===== src/lcs_pkg.sv =====
`timescale 1ns / 1ps
// ----------------------------------------------------------------------------
// lcs_pkg
// Shared types and constants for the min-max linear contrast stretch core.
// ----------------------------------------------------------------------------
package lcs_pkg;

  localparam int PIX_W      = 16;
  localparam int NUM_W      = 24;
  localparam int QUOT_BITS  = 8;
  localparam int FIFO_DEPTH_DEF = 4;

  localparam logic OP_GATHER  = 1'b0;
  localparam logic OP_STRETCH = 1'b1;

  localparam logic [1:0] CLS_FLAT = 2'd0;
  localparam logic [1:0] CLS_ZERO = 2'd1;
  localparam logic [1:0] CLS_SAT  = 2'd2;
  localparam logic [1:0] CLS_DIV  = 2'd3;

  localparam logic [QUOT_BITS-1:0] QUOT_MAX = '1;

  typedef struct packed {
    logic                    opcode;
    logic signed [PIX_W-1:0] pixel_value;
    logic                    frame_start;
  } in_item_t;

  typedef struct packed {
    logic signed [PIX_W-1:0] stretched_value;
    logic                    flat_range;
  } out_item_t;

  typedef struct packed {
    logic [1:0]              cls;
    logic signed [PIX_W-1:0] pixel;
    logic [NUM_W-1:0]        num;
    logic [PIX_W-1:0]        den;
  } job_t;

endpackage


===== src/lcs_front.sv =====
`timescale 1ns / 1ps
// ----------------------------------------------------------------------------
// lcs_front
// Accepts items, keeps the running min/max and turns stretch items into jobs.
// ----------------------------------------------------------------------------
module lcs_front import lcs_pkg::*; (
  input  logic     clk,
  input  logic     rst_n,
  input  logic     in_valid,
  output logic     in_ready,
  input  in_item_t in_item,
  input  logic     job_full,
  output logic     job_push,
  output job_t     job
);

  logic signed [PIX_W-1:0] min_r, min_nxt;
  logic signed [PIX_W-1:0] max_r, max_nxt;
  logic signed [PIX_W:0]   diff;
  logic signed [PIX_W:0]   rng;
  logic                    accept;

  assign in_ready = !job_full;
  assign accept   = in_valid && in_ready;
  assign job_push = accept && (in_item.opcode == OP_STRETCH);

  assign diff = {in_item.pixel_value[PIX_W-1], in_item.pixel_value} - {min_r[PIX_W-1], min_r};
  assign rng  = {max_r[PIX_W-1], max_r} - {min_r[PIX_W-1], min_r};

  always_comb begin
    job.pixel = in_item.pixel_value;
    job.den   = rng[PIX_W-1:0];
    job.num   = {diff[PIX_W-1:0], {(NUM_W-PIX_W){1'b0}}}
              - {{(NUM_W-PIX_W){1'b0}}, diff[PIX_W-1:0]};
    if (rng[PIX_W] || (rng == '0)) begin
      job.cls = CLS_FLAT;
    end else if (diff[PIX_W]) begin
      job.cls = CLS_ZERO;
    end else if (diff[PIX_W-1:0] >= rng[PIX_W-1:0]) begin
      job.cls = CLS_SAT;
    end else begin
      job.cls = CLS_DIV;
    end
  end

  always_comb begin
    min_nxt = min_r;
    max_nxt = max_r;
    if (accept && (in_item.opcode == OP_GATHER)) begin
      if (in_item.frame_start) begin
        min_nxt = in_item.pixel_value;
        max_nxt = in_item.pixel_value;
      end else begin
        if (in_item.pixel_value < min_r) min_nxt = in_item.pixel_value;
        if (in_item.pixel_value > max_r) max_nxt = in_item.pixel_value;
      end
    end
  end

  always_ff @(posedge clk) begin
    if (!rst_n) begin
      min_r <= '0;
      max_r <= '0;
    end else begin
      min_r <= min_nxt;
      max_r <= max_nxt;
    end
  end

endmodule


===== src/lcs_fifo.sv =====
`timescale 1ns / 1ps
// ----------------------------------------------------------------------------
// lcs_fifo
// Small job queue between the front and the divider back end.
// ----------------------------------------------------------------------------
module lcs_fifo import lcs_pkg::*; #(
  parameter int DEPTH = FIFO_DEPTH_DEF
) (
  input  logic clk,
  input  logic rst_n,
  input  logic push,
  input  job_t push_data,
  input  logic pop,
  output job_t pop_data,
  output logic full,
  output logic empty
);

  localparam int AW = (DEPTH > 1) ? $clog2(DEPTH) : 1;
  localparam int CW = $clog2(DEPTH + 1);
  localparam logic [AW-1:0] LAST = AW'(DEPTH - 1);
  localparam logic [CW-1:0] FULL_CNT = CW'(DEPTH);

  job_t            mem_r [DEPTH];
  job_t            rd_data_r;
  logic [AW-1:0]   wr_ptr_r, wr_ptr_nxt;
  logic [AW-1:0]   rd_ptr_r, rd_ptr_nxt;
  logic [CW-1:0]   cnt_r, cnt_nxt;
  logic            do_push, do_pop;

  assign full     = (cnt_r == FULL_CNT);
  assign empty    = (cnt_r == '0);
  assign do_push  = push && !full;
  assign do_pop   = pop && !empty;
  assign pop_data = rd_data_r;

  always_comb begin
    wr_ptr_nxt = wr_ptr_r;
    rd_ptr_nxt = rd_ptr_r;
    cnt_nxt    = cnt_r;
    if (do_push) wr_ptr_nxt = (wr_ptr_r == LAST) ? '0 : wr_ptr_r + 1'b1;
    if (do_pop)  rd_ptr_nxt = (rd_ptr_r == LAST) ? '0 : rd_ptr_r + 1'b1;
    if (do_push && !do_pop) cnt_nxt = cnt_r + 1'b1;
    else if (do_pop && !do_push) cnt_nxt = cnt_r - 1'b1;
  end

  // head entry, with the write forwarded when it lands at the new head
  always_ff @(posedge clk) begin
    if (do_push) mem_r[wr_ptr_r] <= push_data;
    if (do_push && (wr_ptr_r == rd_ptr_nxt)) begin
      rd_data_r <= push_data;
    end else begin
      rd_data_r <= mem_r[rd_ptr_nxt];
    end
  end

  always_ff @(posedge clk) begin
    if (!rst_n) begin
      wr_ptr_r <= '0;
      rd_ptr_r <= '0;
      cnt_r    <= '0;
    end else begin
      wr_ptr_r <= wr_ptr_nxt;
      rd_ptr_r <= rd_ptr_nxt;
      cnt_r    <= cnt_nxt;
    end
  end

endmodule


===== src/lcs_back.sv =====
`timescale 1ns / 1ps
// ----------------------------------------------------------------------------
// lcs_back
// Takes jobs off the queue, runs the restoring divider, holds the result.
// ----------------------------------------------------------------------------
module lcs_back import lcs_pkg::*; (
  input  logic      clk,
  input  logic      rst_n,
  input  logic      job_empty,
  input  job_t      job,
  output logic      job_pop,
  output logic      out_valid,
  input  logic      out_ready,
  output out_item_t out_item
);

  localparam int CNT_W = (QUOT_BITS > 1) ? $clog2(QUOT_BITS) : 1;
  localparam logic [CNT_W-1:0] CNT_LAST = CNT_W'(QUOT_BITS - 1);
  localparam logic ST_IDLE = 1'b0;
  localparam logic ST_DIV  = 1'b1;

  logic                 state_r, state_nxt;
  logic [CNT_W-1:0]     cnt_r, cnt_nxt;
  logic [PIX_W-1:0]     rem_r, rem_nxt;
  logic [QUOT_BITS-1:0] low_r, low_nxt;
  logic [PIX_W-1:0]     den_r, den_nxt;
  logic                 out_valid_r, out_valid_nxt;
  out_item_t            out_item_r, out_item_nxt;
  logic                 can_load;
  logic [PIX_W:0]       trial;
  logic [PIX_W:0]       shifted;

  assign can_load  = !out_valid_r || out_ready;
  assign out_valid = out_valid_r;
  assign out_item  = out_item_r;
  assign shifted   = {rem_r, low_r[QUOT_BITS-1]};
  assign trial     = shifted - {1'b0, den_r};

  always_comb begin
    state_nxt     = state_r;
    cnt_nxt       = cnt_r;
    rem_nxt       = rem_r;
    low_nxt       = low_r;
    den_nxt       = den_r;
    out_item_nxt  = out_item_r;
    out_valid_nxt = out_valid_r && !out_ready;
    job_pop       = 1'b0;
    case (state_r)
      ST_IDLE: begin
        if (!job_empty) begin
          case (job.cls)
            CLS_DIV: begin
              job_pop   = 1'b1;
              rem_nxt   = job.num[NUM_W-1 -: PIX_W];
              low_nxt   = job.num[QUOT_BITS-1:0];
              den_nxt   = job.den;
              cnt_nxt   = '0;
              state_nxt = ST_DIV;
            end
            CLS_FLAT: begin
              if (can_load) begin
                job_pop       = 1'b1;
                out_valid_nxt = 1'b1;
                out_item_nxt.stretched_value = job.pixel;
                out_item_nxt.flat_range      = 1'b1;
              end
            end
            CLS_ZERO: begin
              if (can_load) begin
                job_pop       = 1'b1;
                out_valid_nxt = 1'b1;
                out_item_nxt.stretched_value = '0;
                out_item_nxt.flat_range      = 1'b0;
              end
            end
            default: begin
              if (can_load) begin
                job_pop       = 1'b1;
                out_valid_nxt = 1'b1;
                out_item_nxt.stretched_value = {{(PIX_W-QUOT_BITS){1'b0}}, QUOT_MAX};
                out_item_nxt.flat_range      = 1'b0;
              end
            end
          endcase
        end
      end
      ST_DIV: begin
        if (cnt_r != CNT_LAST) begin
          cnt_nxt = cnt_r + 1'b1;
          if (!trial[PIX_W]) begin
            rem_nxt = trial[PIX_W-1:0];
            low_nxt = {low_r[QUOT_BITS-2:0], 1'b1};
          end else begin
            rem_nxt = shifted[PIX_W-1:0];
            low_nxt = {low_r[QUOT_BITS-2:0], 1'b0};
          end
        end else if (can_load) begin
          out_valid_nxt = 1'b1;
          out_item_nxt.stretched_value = {{(PIX_W-QUOT_BITS){1'b0}}, low_r[QUOT_BITS-2:0],
                                          !trial[PIX_W]};
          out_item_nxt.flat_range      = 1'b0;
          state_nxt = ST_IDLE;
        end
      end
      default: begin
        state_nxt = ST_IDLE;
      end
    endcase
  end

  always_ff @(posedge clk) begin
    rem_r      <= rem_nxt;
    low_r      <= low_nxt;
    den_r      <= den_nxt;
    out_item_r <= out_item_nxt;
  end

  always_ff @(posedge clk) begin
    if (!rst_n) begin
      state_r     <= ST_IDLE;
      cnt_r       <= '0;
      out_valid_r <= 1'b0;
    end else begin
      state_r     <= state_nxt;
      cnt_r       <= cnt_nxt;
      out_valid_r <= out_valid_nxt;
    end
  end

endmodule


===== src/linear_contrast_stretch_core.sv =====
`timescale 1ns / 1ps
// ----------------------------------------------------------------------------
// linear_contrast_stretch_core
// Min-max linear contrast stretch: gather items track min/max, stretch items
// are scaled to 0..255 by a restoring divider or clamped, flat ranges pass
// through. Gather: one transfer per clock while the job queue has room.
// Stretch: clamped or flat pixels pass the job queue to the output register;
// divided pixels get 8 quotient bits, one per cycle (the last once the output
// register is free), and the back end takes no new job while it divides.
// Synchronous reset clears min/max to zero, empties the queue and the output.
// ----------------------------------------------------------------------------
module linear_contrast_stretch_core import lcs_pkg::*; #(
  parameter int FIFO_DEPTH = FIFO_DEPTH_DEF
) (
  input  logic      clk,
  input  logic      rst_n,
  input  logic      in_valid,
  output logic      in_ready,
  input  in_item_t  in_item,
  output logic      out_valid,
  input  logic      out_ready,
  output out_item_t out_item
);

  logic job_full, job_empty, job_push, job_pop;
  job_t job_in, job_out;

  lcs_front u_front (
    .clk      (clk),
    .rst_n    (rst_n),
    .in_valid (in_valid),
    .in_ready (in_ready),
    .in_item  (in_item),
    .job_full (job_full),
    .job_push (job_push),
    .job      (job_in)
  );

  lcs_fifo #(
    .DEPTH (FIFO_DEPTH)
  ) u_fifo (
    .clk       (clk),
    .rst_n     (rst_n),
    .push      (job_push),
    .push_data (job_in),
    .pop       (job_pop),
    .pop_data  (job_out),
    .full      (job_full),
    .empty     (job_empty)
  );

  lcs_back u_back (
    .clk       (clk),
    .rst_n     (rst_n),
    .job_empty (job_empty),
    .job       (job_out),
    .job_pop   (job_pop),
    .out_valid (out_valid),
    .out_ready (out_ready),
    .out_item  (out_item)
  );

endmodule

===== config.mk =====
export PLATFORM = sky130hd
export DESIGN_NAME = linear_contrast_stretch_core
export DESIGN_NICKNAME = d
export VERILOG_FILES = /design/src/lcs_pkg.sv /design/src/lcs_front.sv /design/src/lcs_fifo.sv /design/src/lcs_back.sv /design/src/linear_contrast_stretch_core.sv
export SDC_FILE = /design/constraint.sdc
export NUM_CORES = 1
export LEC_CHECK = 0
export ABC_AREA = 1
export BUFFER_PORTS_ARGS = -buffer_cell sky130_fd_sc_hd__buf_2
export CORE_ASPECT_RATIO = 1.75
export CORE_MARGIN = 5
export CORE_UTILIZATION = 29
export CTS_CLUSTER_SIZE = 25
export DETAILED_ROUTE_END_ITERATION = 8
export PLACE_DENSITY = 0.42
export SYNTH_ARGS = -nofsm -noshare
export SYNTH_HDL_FRONTEND = slang
export SYNTH_SLANG_ARGS = --single-unit

===== constraint.sdc =====
create_clock -name clk -period 7 [get_ports clk]
set_input_delay 0.7 -clock clk [delete_from_list [all_inputs] [get_ports clk]]
set_output_delay 0.7 -clock clk [all_outputs]
set_load 0.03 [all_outputs]

==> metrics.md, run 1 <==
| Metric | Value |
|---|---|
| Hold Crit Class | `input port to register` |
| H-tree levels | `2` |
| Clock share of power | `21.0%` |
| # fillers | `5998` |
| Nets | `1970` |
| Die width | `195 um` |
| Internal reg-to-reg setup slack | `3180 ps` |
| Skew final | `14.5 ps` |
| WL/cell | `19.1 um` |
| Routed Wire Length | `50900 um` |
| Number of global-route vias before repair | `12791` |
| Logic pwr share | `43.8%` |
| Lkg Pwr | `7.79 nW` |
| Met2 routed WL | `27500 um` |
| Power per cell area | `438 nW/um2` |
| Max IR drop VDD | `0.000241 V` |
| Io pins | `41` |
| Setup WS post-layout | `3180 ps` |
| Height of the die | `333 um` |
| Sequential-to-total area share from yosys stat | `55.5%` |
| CP arrival | `4090 ps` |
| RR Endpoint | `u_fifo.mem_r[2][38]` |
| Synth-to-Final Area Change | `12.4%` |
| Die Area | `64900 um2` |
| Drt pass-1 iters | `6` |
| CTS hold repair buffers | `0` |
| Worst r2r path cells | `22` |
| Total net switching power | `3.58 mW` |
| WP data required | `7270 ps` |
| Worst slew pin tran | `1010 ps` |
| Crit-path max FO | `7` |
| Total negative setup slack | `0 ps` |
| Placed cell count | `2595` |
| Top layer in use | `met4` |
| First-pass GRT wire length | `76900 um` |
| Initial Utilization | `29.2%` |
| Remaining Overflow, GRT | `0` |
| Top cell type's share of synthesized area | `50.1%` |
| Period utilisation layout | `54.5%` |
| Cell Int Power | `4.94 mW` |
| CTS Buf Count | `34` |
| Post-synth EDFFs | `289` |
| Startpoint types | `register` |
| CP Capture Type | `register` |
| Fin. max-slew vios | `0` |
| Clk Latency, worst-skew pair | `540 ps` |
| R2R Path Start | `u_front.min_r[2]` |
| Share of cells above drive strength 1 | `8.75%` |
| Switch share | `42.0%` |
| Asr flop ratio synth | `0%` |
| Worst Setup SP | `u_front.min_r[2]` |
| Resized cells post-CTS | `0` |
| Root Driver | `clkbuf_16` |
| CP endpoint | `u_fifo.mem_r[2][38]` |
| Post-Syn Area | `17300 um2` |
| Clock transition at path regs | `60 ps` |
| Sink Count | `335` |
| First DRT Iteration DRCs | `647` |
| DR WL met3 | `1290 um` |
| Row Count | `118` |
| # port buffers | `40` |
| Unrepaired setup endpoints after global routing | `no` |
| Remaining DRCs | `0` |
| Placer Congestion | `0.859` |
| Syn Area/Cell | `9.50 um2` |
| Synth area leader | `edfxtp_1` |
| Setup Viol. Count Final | `0` |
| Max-Cap Viols | `0` |
| Initial antenna violation count | `2` |
| Yosys Warn Count | `0` |
| Fin cells | `2657` |
| DR vias/cell | `4.75` |
| Postcts setup bufs | `0` |
| Pre-CTS setup slack | `2740 ps` |
| ANT nets after route | `0` |
| Sequential power share | `35.2%` |
| Ys flop type | `edfxtp_1` |
| Status | `completed` |
| Total track usage | `15.4%` |
| Synth Register Bits | `335` |
| CTS tree | `yes` |
| Clock buffer depth | `3` |
| Top cells by count, synth | `nand2_1, edfxtp_1, nor2_1` |
| Largest net degree at the start of global routing | `65` |
| Crit Path Category | `register to register` |
| Count leader, synth | `nand2_1` |
| Slew HR | `32.6%` |
| Fin Hold WS | `433 ps` |
| Synth Instances | `1822` |
| Area contributors post-synth | `edfxtp_1, nand2_1, ha_1, dfxtp_1, nor2_1` |
| M1 wire length | `20300 um` |
| Dpl hpwl | `35800 um` |
| Via Count | `12620` |
| Yosys cell types | `54` |
| Period minus WS final | `3820 ps` |
| Max Freq | `0.262 GHz` |
| Core area | `59200 um2` |
| Final hold vios | `0` |
| Mapped Nets | `1941` |
## per-stage QoR
| step | instance area [um2] | power (mW) | utilization (%) |
|---|---|---|---|
| after floorplan | 17300 | 5.61 | - |
| after global placement | 18400 | 6.82 | 31.1 |
| after detailed placement | 18400 | 6.85 | 31.1 |
| after CTS | 19500 | 8.67 | 32.9 |
| after global routing | 19500 | 9.17 | 32.9 |
| final | 19500 | 8.52 | 32.9 |
## critical path, stage by stage, from the launching register on
cell,delay (ps)
dfxtp_1,340
inv_1,90
ha_1,380
nand2_1,100
nand2_1,70
inv_1,70
nand2_1,100
nand3_2,110
nand3_2,100
a21oi_1,300
nand3b_1,180
nand2_1,70
xor2_1,240
inv_1,110
ha_1,370
a21oi_1,180
inv_1,100
nor2_1,230
nand3_1,100
nor2_1,130
nand2_1,70
nand2_1,50
nand2_1,80
## sequential cells by signal (all words and copies together), names as in the netlist, 2 cells and up, named ones only
register / count
u_back.cnt_r: 3
u_back.den_r: 16
u_back.low_r: 8
u_back.out_item: 17
u_back.rem_r: 16
u_fifo.cnt_r: 3
u_fifo.mem_r: 232
u_fifo.rd_ptr_r: 2
u_fifo.wr_ptr_r: 2
u_front.max_r: 16
u_front.min_r: 16
## cell families (layout without fill, tap and decap cells)
| family | Yosys count | after routing | synth area share [%] |
|---|---|---|---|
| AND/OR/NAND/NOR | 727 | 727 | 18.0 |
| AO/OA/AOI/OAI | 344 | 344 | 11.2 |
| flip-flops | 335 | 335 | 55.5 |
| buffers and inverters | 280 | 333 | 6.20 |
| adder cells (fa/ha/maj) | 97 | 97 | 7.19 |
| XOR/XNOR | 39 | 39 | 1.97 |
| other | 0 | 2 | 0 |
## layout by cell type (no fill, tap or decap), types with 3 or more instances in the layout
master | netlist | final
a211oi_1 | 3 | 3
a21o_1 | 6 | 6
a21oi_1 | 138 | 138
a221o_1 | 10 | 10
a31oi_1 | 7 | 7
a32o_1 | 3 | 3
buf_2 | 8 | 40
buf_4 | 3 | 15
clkbuf_1 | 45 | 4
clkbuf_16 | 0 | 35
clkinv_1 | 0 | 8
clkinv_2 | 0 | 5
clkinvlp_4 | 0 | 3
dfxtp_1 | 46 | 44
edfxtp_1 | 289 | 289
fa_1 | 4 | 4
ha_1 | 93 | 93
inv_1 | 213 | 213
inv_2 | 5 | 4
nand2_1 | 330 | 330
nand2_2 | 25 | 25
nand3_1 | 85 | 85
nand3_2 | 6 | 6
nand3b_1 | 3 | 3
nand4_1 | 23 | 23
nor2_1 | 225 | 220
nor2_2 | 6 | 6
nor2_4 | 1 | 6
nor3_1 | 12 | 12
o211ai_1 | 14 | 14
o21ai_0 | 114 | 114
o21ai_1 | 4 | 4
o22ai_1 | 29 | 29
o31ai_1 | 3 | 3
xnor2_1 | 16 | 16
xor2_1 | 23 | 23
## routing by layer
metal | vias up | global-route usage, %
li1 | 6266 | -
met5 | - | 0
met4 | 0 | 5.72
met2 | 209 | 29.5
met1 | 6070 | 17.4
met3 | 75 | 1.74
## power groups by stage
| stage | registers, mW | logic, mW | clock network (mW) |
|---|---|---|---|
| after floorplan | 3.06 | 2.56 | 0 |
| after global placement | 3.05 | 3.77 | 0 |
| after detailed placement | 3.05 | 3.80 | 0 |
| after CTS | 3.01 | 3.81 | 1.84 |
| after global routing | 3.04 | 4.21 | 1.92 |
| final | 3.00 | 3.73 | 1.79 |
## how the worst min path moves through the flow
| stage | from | end | slack [ps] | cells after the start |
|---|---|---|---|---|
| 6_report | in_item[1] | u_fifo.mem_r[3][40] | 430 | 1 |
| 5_1_grt | in_item[1] | u_fifo.mem_r[3][40] | 420 | 1 |
| 3_5_place_dp | u_back.cnt_r[1] | u_back.cnt_r[1] | 460 | 2 |
| 3_3_place_gp | u_back.cnt_r[0] | u_back.cnt_r[0] | 450 | 1 |
| 2_1_floorplan | u_back.cnt_r[0] | u_back.cnt_r[0] | 430 | 1 |
| 4_1_cts | in_item[1] | u_fifo.mem_r[3][40] | 400 | 1 |
## area by class of cell
class	instances	area [um2]	area share, %
repair buffers	55	313	1.61
multi-input cells	1207	6670	34.3
clock inverters	19	150	0.772
inverters	218	820	4.21
clock buffers	41	918	4.72
flip-flops and latches	335	9600	49.4
well taps	780	976	5.02
diodes	2	5.00	0.0257
Power figures use the tool's default switching activity.
==> run 2, diff against run 1 <==
--- a/config.mk
+++ b/config.mk
@@ -12,7 +12,7 @@
 export CORE_UTILIZATION = 29
 export CTS_CLUSTER_SIZE = 25
 export DETAILED_ROUTE_END_ITERATION = 8
-export PLACE_DENSITY = 0.42
+export PLACE_DENSITY = 0.44
 export SYNTH_ARGS = -nofsm -noshare
 export SYNTH_HDL_FRONTEND = slang
 export SYNTH_SLANG_ARGS = --single-unit
==> constraint.sdc (replaced) <==
create_clock -name clk -period 3.15 [get_ports clk]
set_input_delay 0.315 -clock clk [delete_from_list [all_inputs] [get_ports clk]]
set_output_delay 0.315 -clock clk [all_outputs]
set_load 0.03 [all_outputs]
==> run 2 against run 1 <==
Total power increased by 140%. Clock-buffer cell count decreased by 1. Worst hold slack got worse by 350 ps. Non-clock buffer count increased by 190. Clock skew increased by 10 ps. Global-route usage decreased by 0.078 points. Clock power increased by 120%. Core utilization increased by 4.0 points. Critical path depth decreased by 2. Setup slack got worse by 3100 ps. Sequential share of layout area decreased by 5.4 points. Largest power group unchanged.
==> metrics.md, run 2 (synthesized netlist as in run 1, its figures left out) <==
| Metric | Value |
|---|---|
| Remaining DRCs | `0` |
| Root Driver | `clkbuf_16` |
| Sequential power share | `31.9%` |
| Slew HR | `45.1%` |
| Height of the die | `333 um` |
| Switch share | `41.1%` |
| Drt pass-1 iters | `7` |
| Leading cell type in the layout, fill and taps excluded | `nand2_1` |
| Crit-path max cell delay | `320 ps` |
| Fin. max-slew vios | `0` |
| Number of global-route vias before repair | `13385` |
| Crit Path Category | `register to register` |
| Synth-to-Final Area Change | `26.3%` |
| Total negative setup slack | `0 ps` |
| Max IR drop VDD | `0.000480 V` |
| CTS tree | `yes` |
| Remaining Overflow, GRT | `0` |
| Io pins | `41` |
| Unrepaired setup endpoints after global routing | `yes` |
| RR Endpoint | `u_fifo.mem_r[2][32]` |
| Sink Count | `335` |
| Power per cell area | `941 nW/um2` |
| Hold_sp | `out_ready` |
| Cell Area, Placed | `19800 um2` |
| Via Count | `13376` |
| Routed Wire Length | `51100 um` |
| Core area | `59200 um2` |
| CP arrival | `3320 ps` |
| # port buffers | `40` |
| WL/cell | `18.0 um` |
| Setup WS post-layout | `98.8 ps` |
| Row Count | `118` |
| Design area | `21900 um2` |
| Hold path cells | `4` |
| Crit-path max FO | `4` |
| Startpoint types | `register` |
| Die width | `195 um` |
| Hold Crit Class | `input port to register` |
| Worst slew pin tran | `824 ps` |
| Internal reg-to-reg setup slack | `100 ps` |
| Most frequent cells in the layout | `nand2_1, edfxtp_1, nor2_1` |
| Max reg flops | `232` |
| Initial Utilization | `29.2%` |
| CP Capture Type | `register` |
| Lkg Pwr | `8.87 nW` |
| CP dominant cell by count | `buf_4` |
| Cell Int Power | `12.1 mW` |
| DR vias/cell | `4.70` |
| Total net switching power | `8.45 mW` |
| Status | `completed` |
| Max-Cap Viols | `0` |
| ANT nets after route | `0` |
| Period utilisation layout | `96.9%` |
| Share of cells above drive strength 1 | `24.9%` |
| Clock share of power | `19.1%` |
| Most flop-heavy register | `u_fifo.mem_r` |
| Final hold vios | `0` |
| Logic pwr share | `49.0%` |
| Critical-path top delay cell | `dfxtp_2` |
| R2R Path Start | `u_front.min_r[9]` |
| Setup Viol. Count Final | `0` |
| Dpl hpwl | `37500 um` |
| First-pass GRT wire length | `77600 um` |
| Initial antenna violation count | `1` |
| Largest net degree at the start of global routing | `74` |
| CTS Buf Count | `34` |
| Clock buffer depth | `3` |
| Worst r2r path cells | `20` |
| WHS Endpoint | `u_back.state_r` |
| H-tree levels | `2` |
| Skew final | `24.5 ps` |
| Cells along the critical path | `inv_2 -> ha_4 -> nand2_4 -> inv_1 -> a21oi_4 -> buf_4 -> buf_4 -> buf_4 -> buf_4 -> buf_4 -> nand4_1 -> buf_4 -> nand3_2 -> nand2_2 -> nor2_2 -> nand2_1 -> nor2_2 -> inv_1 -> nand4_1 -> nand2_1` |
| First DRT Iteration DRCs | `599` |
| WP data required | `3420 ps` |
| Total track usage | `15.3%` |
| Clock transition at path regs | `70 ps` |
| Fin Hold WS | `84.4 ps` |
| Clk Latency, worst-skew pair | `540 ps` |
| Max Freq | `0.328 GHz` |
| Placer Congestion | `0.892` |
| Period minus WS final | `3050 ps` |
| Die Area | `64900 um2` |
| Pre-CTS setup slack | `-483 ps` |
| Nets | `2160` |
## run 2: changes by cell type in the layout (fill, tap and decap cells not counted), sizes merged
| cell | before | now |
|---|---|---|
| inv | 219 | 221 |
| dlygate4sd3 | 0 | 1 |
| clkinvlp | 3 | 1 |
| clkinv | 13 | 14 |
| buf | 55 | 244 |
| diode | 2 | 1 |
| clkbuf | 41 | 40 |
## run 2: worst max-delay path: cells and delay by family (launching register included)
kind | cells | cell delay [ps]
buffers and inverters | 9 | 940
and+or+nand+nor | 9 | 1080
adders and majority gates | 1 | 220
DFF | 1 | 320
AOI/OAI and AO/OA | 1 | 200
## run 2: per-layer routing
layer	up-vias	track usage (%)	share of wire (%)
met1	6430	16.6	38
met5	-	0	0
met2	192	30.3	56
met3	75	1.48	2.2
li1	6679	-	-
met4	0	5.76	3.7
## run 2: power groups by stage
stage,combinational [mW],clock (mW),sequential [mW]
final,10.1,3.93,6.56
after global routing,11.3,4.23,6.63
after CTS,9.71,4.07,6.56
after detailed placement,9.40,0,6.65
after global placement,9.29,0,6.64
after floorplan,5.68,0,6.79
## run 2: timing repair
action,in CTS,in global routing
hold buffers,1,0
buffers inserted,8,12
resized for setup,64,138
endpoints found under the hold margin,4,0
pin swaps,18,51
setup endpoints to repair,44,60
cloned,0,0
## run 2: how the worst max path moves through the flow
stage / startpoint / endpoint / slack [ps] / cells past startpoint
floorplan: u_fifo.cnt_r[0] / u_fifo.mem_r[0][0] / -790 / 4
global placement: in_item[1] / u_fifo.mem_r[1][56] / -450 / 19
detailed placement: in_item[1] / u_fifo.mem_r[0][56] / -480 / 19
CTS: u_front.min_r[0] / u_fifo.mem_r[3][34] / 1 / 22
global route: u_front.min_r[0] / u_fifo.mem_r[3][56] / -50 / 19
finish: u_front.min_r[9] / u_fifo.mem_r[2][32] / 100 / 20
## run 2: area by class of cell
cell class | instances | area [um2]
timing repair buffer | 245 | 1860
inverter | 218 | 830
tap | 780 | 976
clock inverter | 20 | 178
sequential | 335 | 9620
multi-input combinational | 1207 | 7520
antenna | 1 | 2.50
clock buffer | 40 | 873
fill | 5953 | 37300
## run 2: through the flow
stage / instances / util, % / power [mW]
final: 2846 / 36.9 / 20.6
after global routing: 2845 / 36.9 / 22.1
after CTS: 2834 / 35.8 / 20.3
after detailed placement: 2765 / 33.4 / 16.1
after global placement: 2765 / 33.4 / 15.9
after floorplan: 1822 / - / 12.5
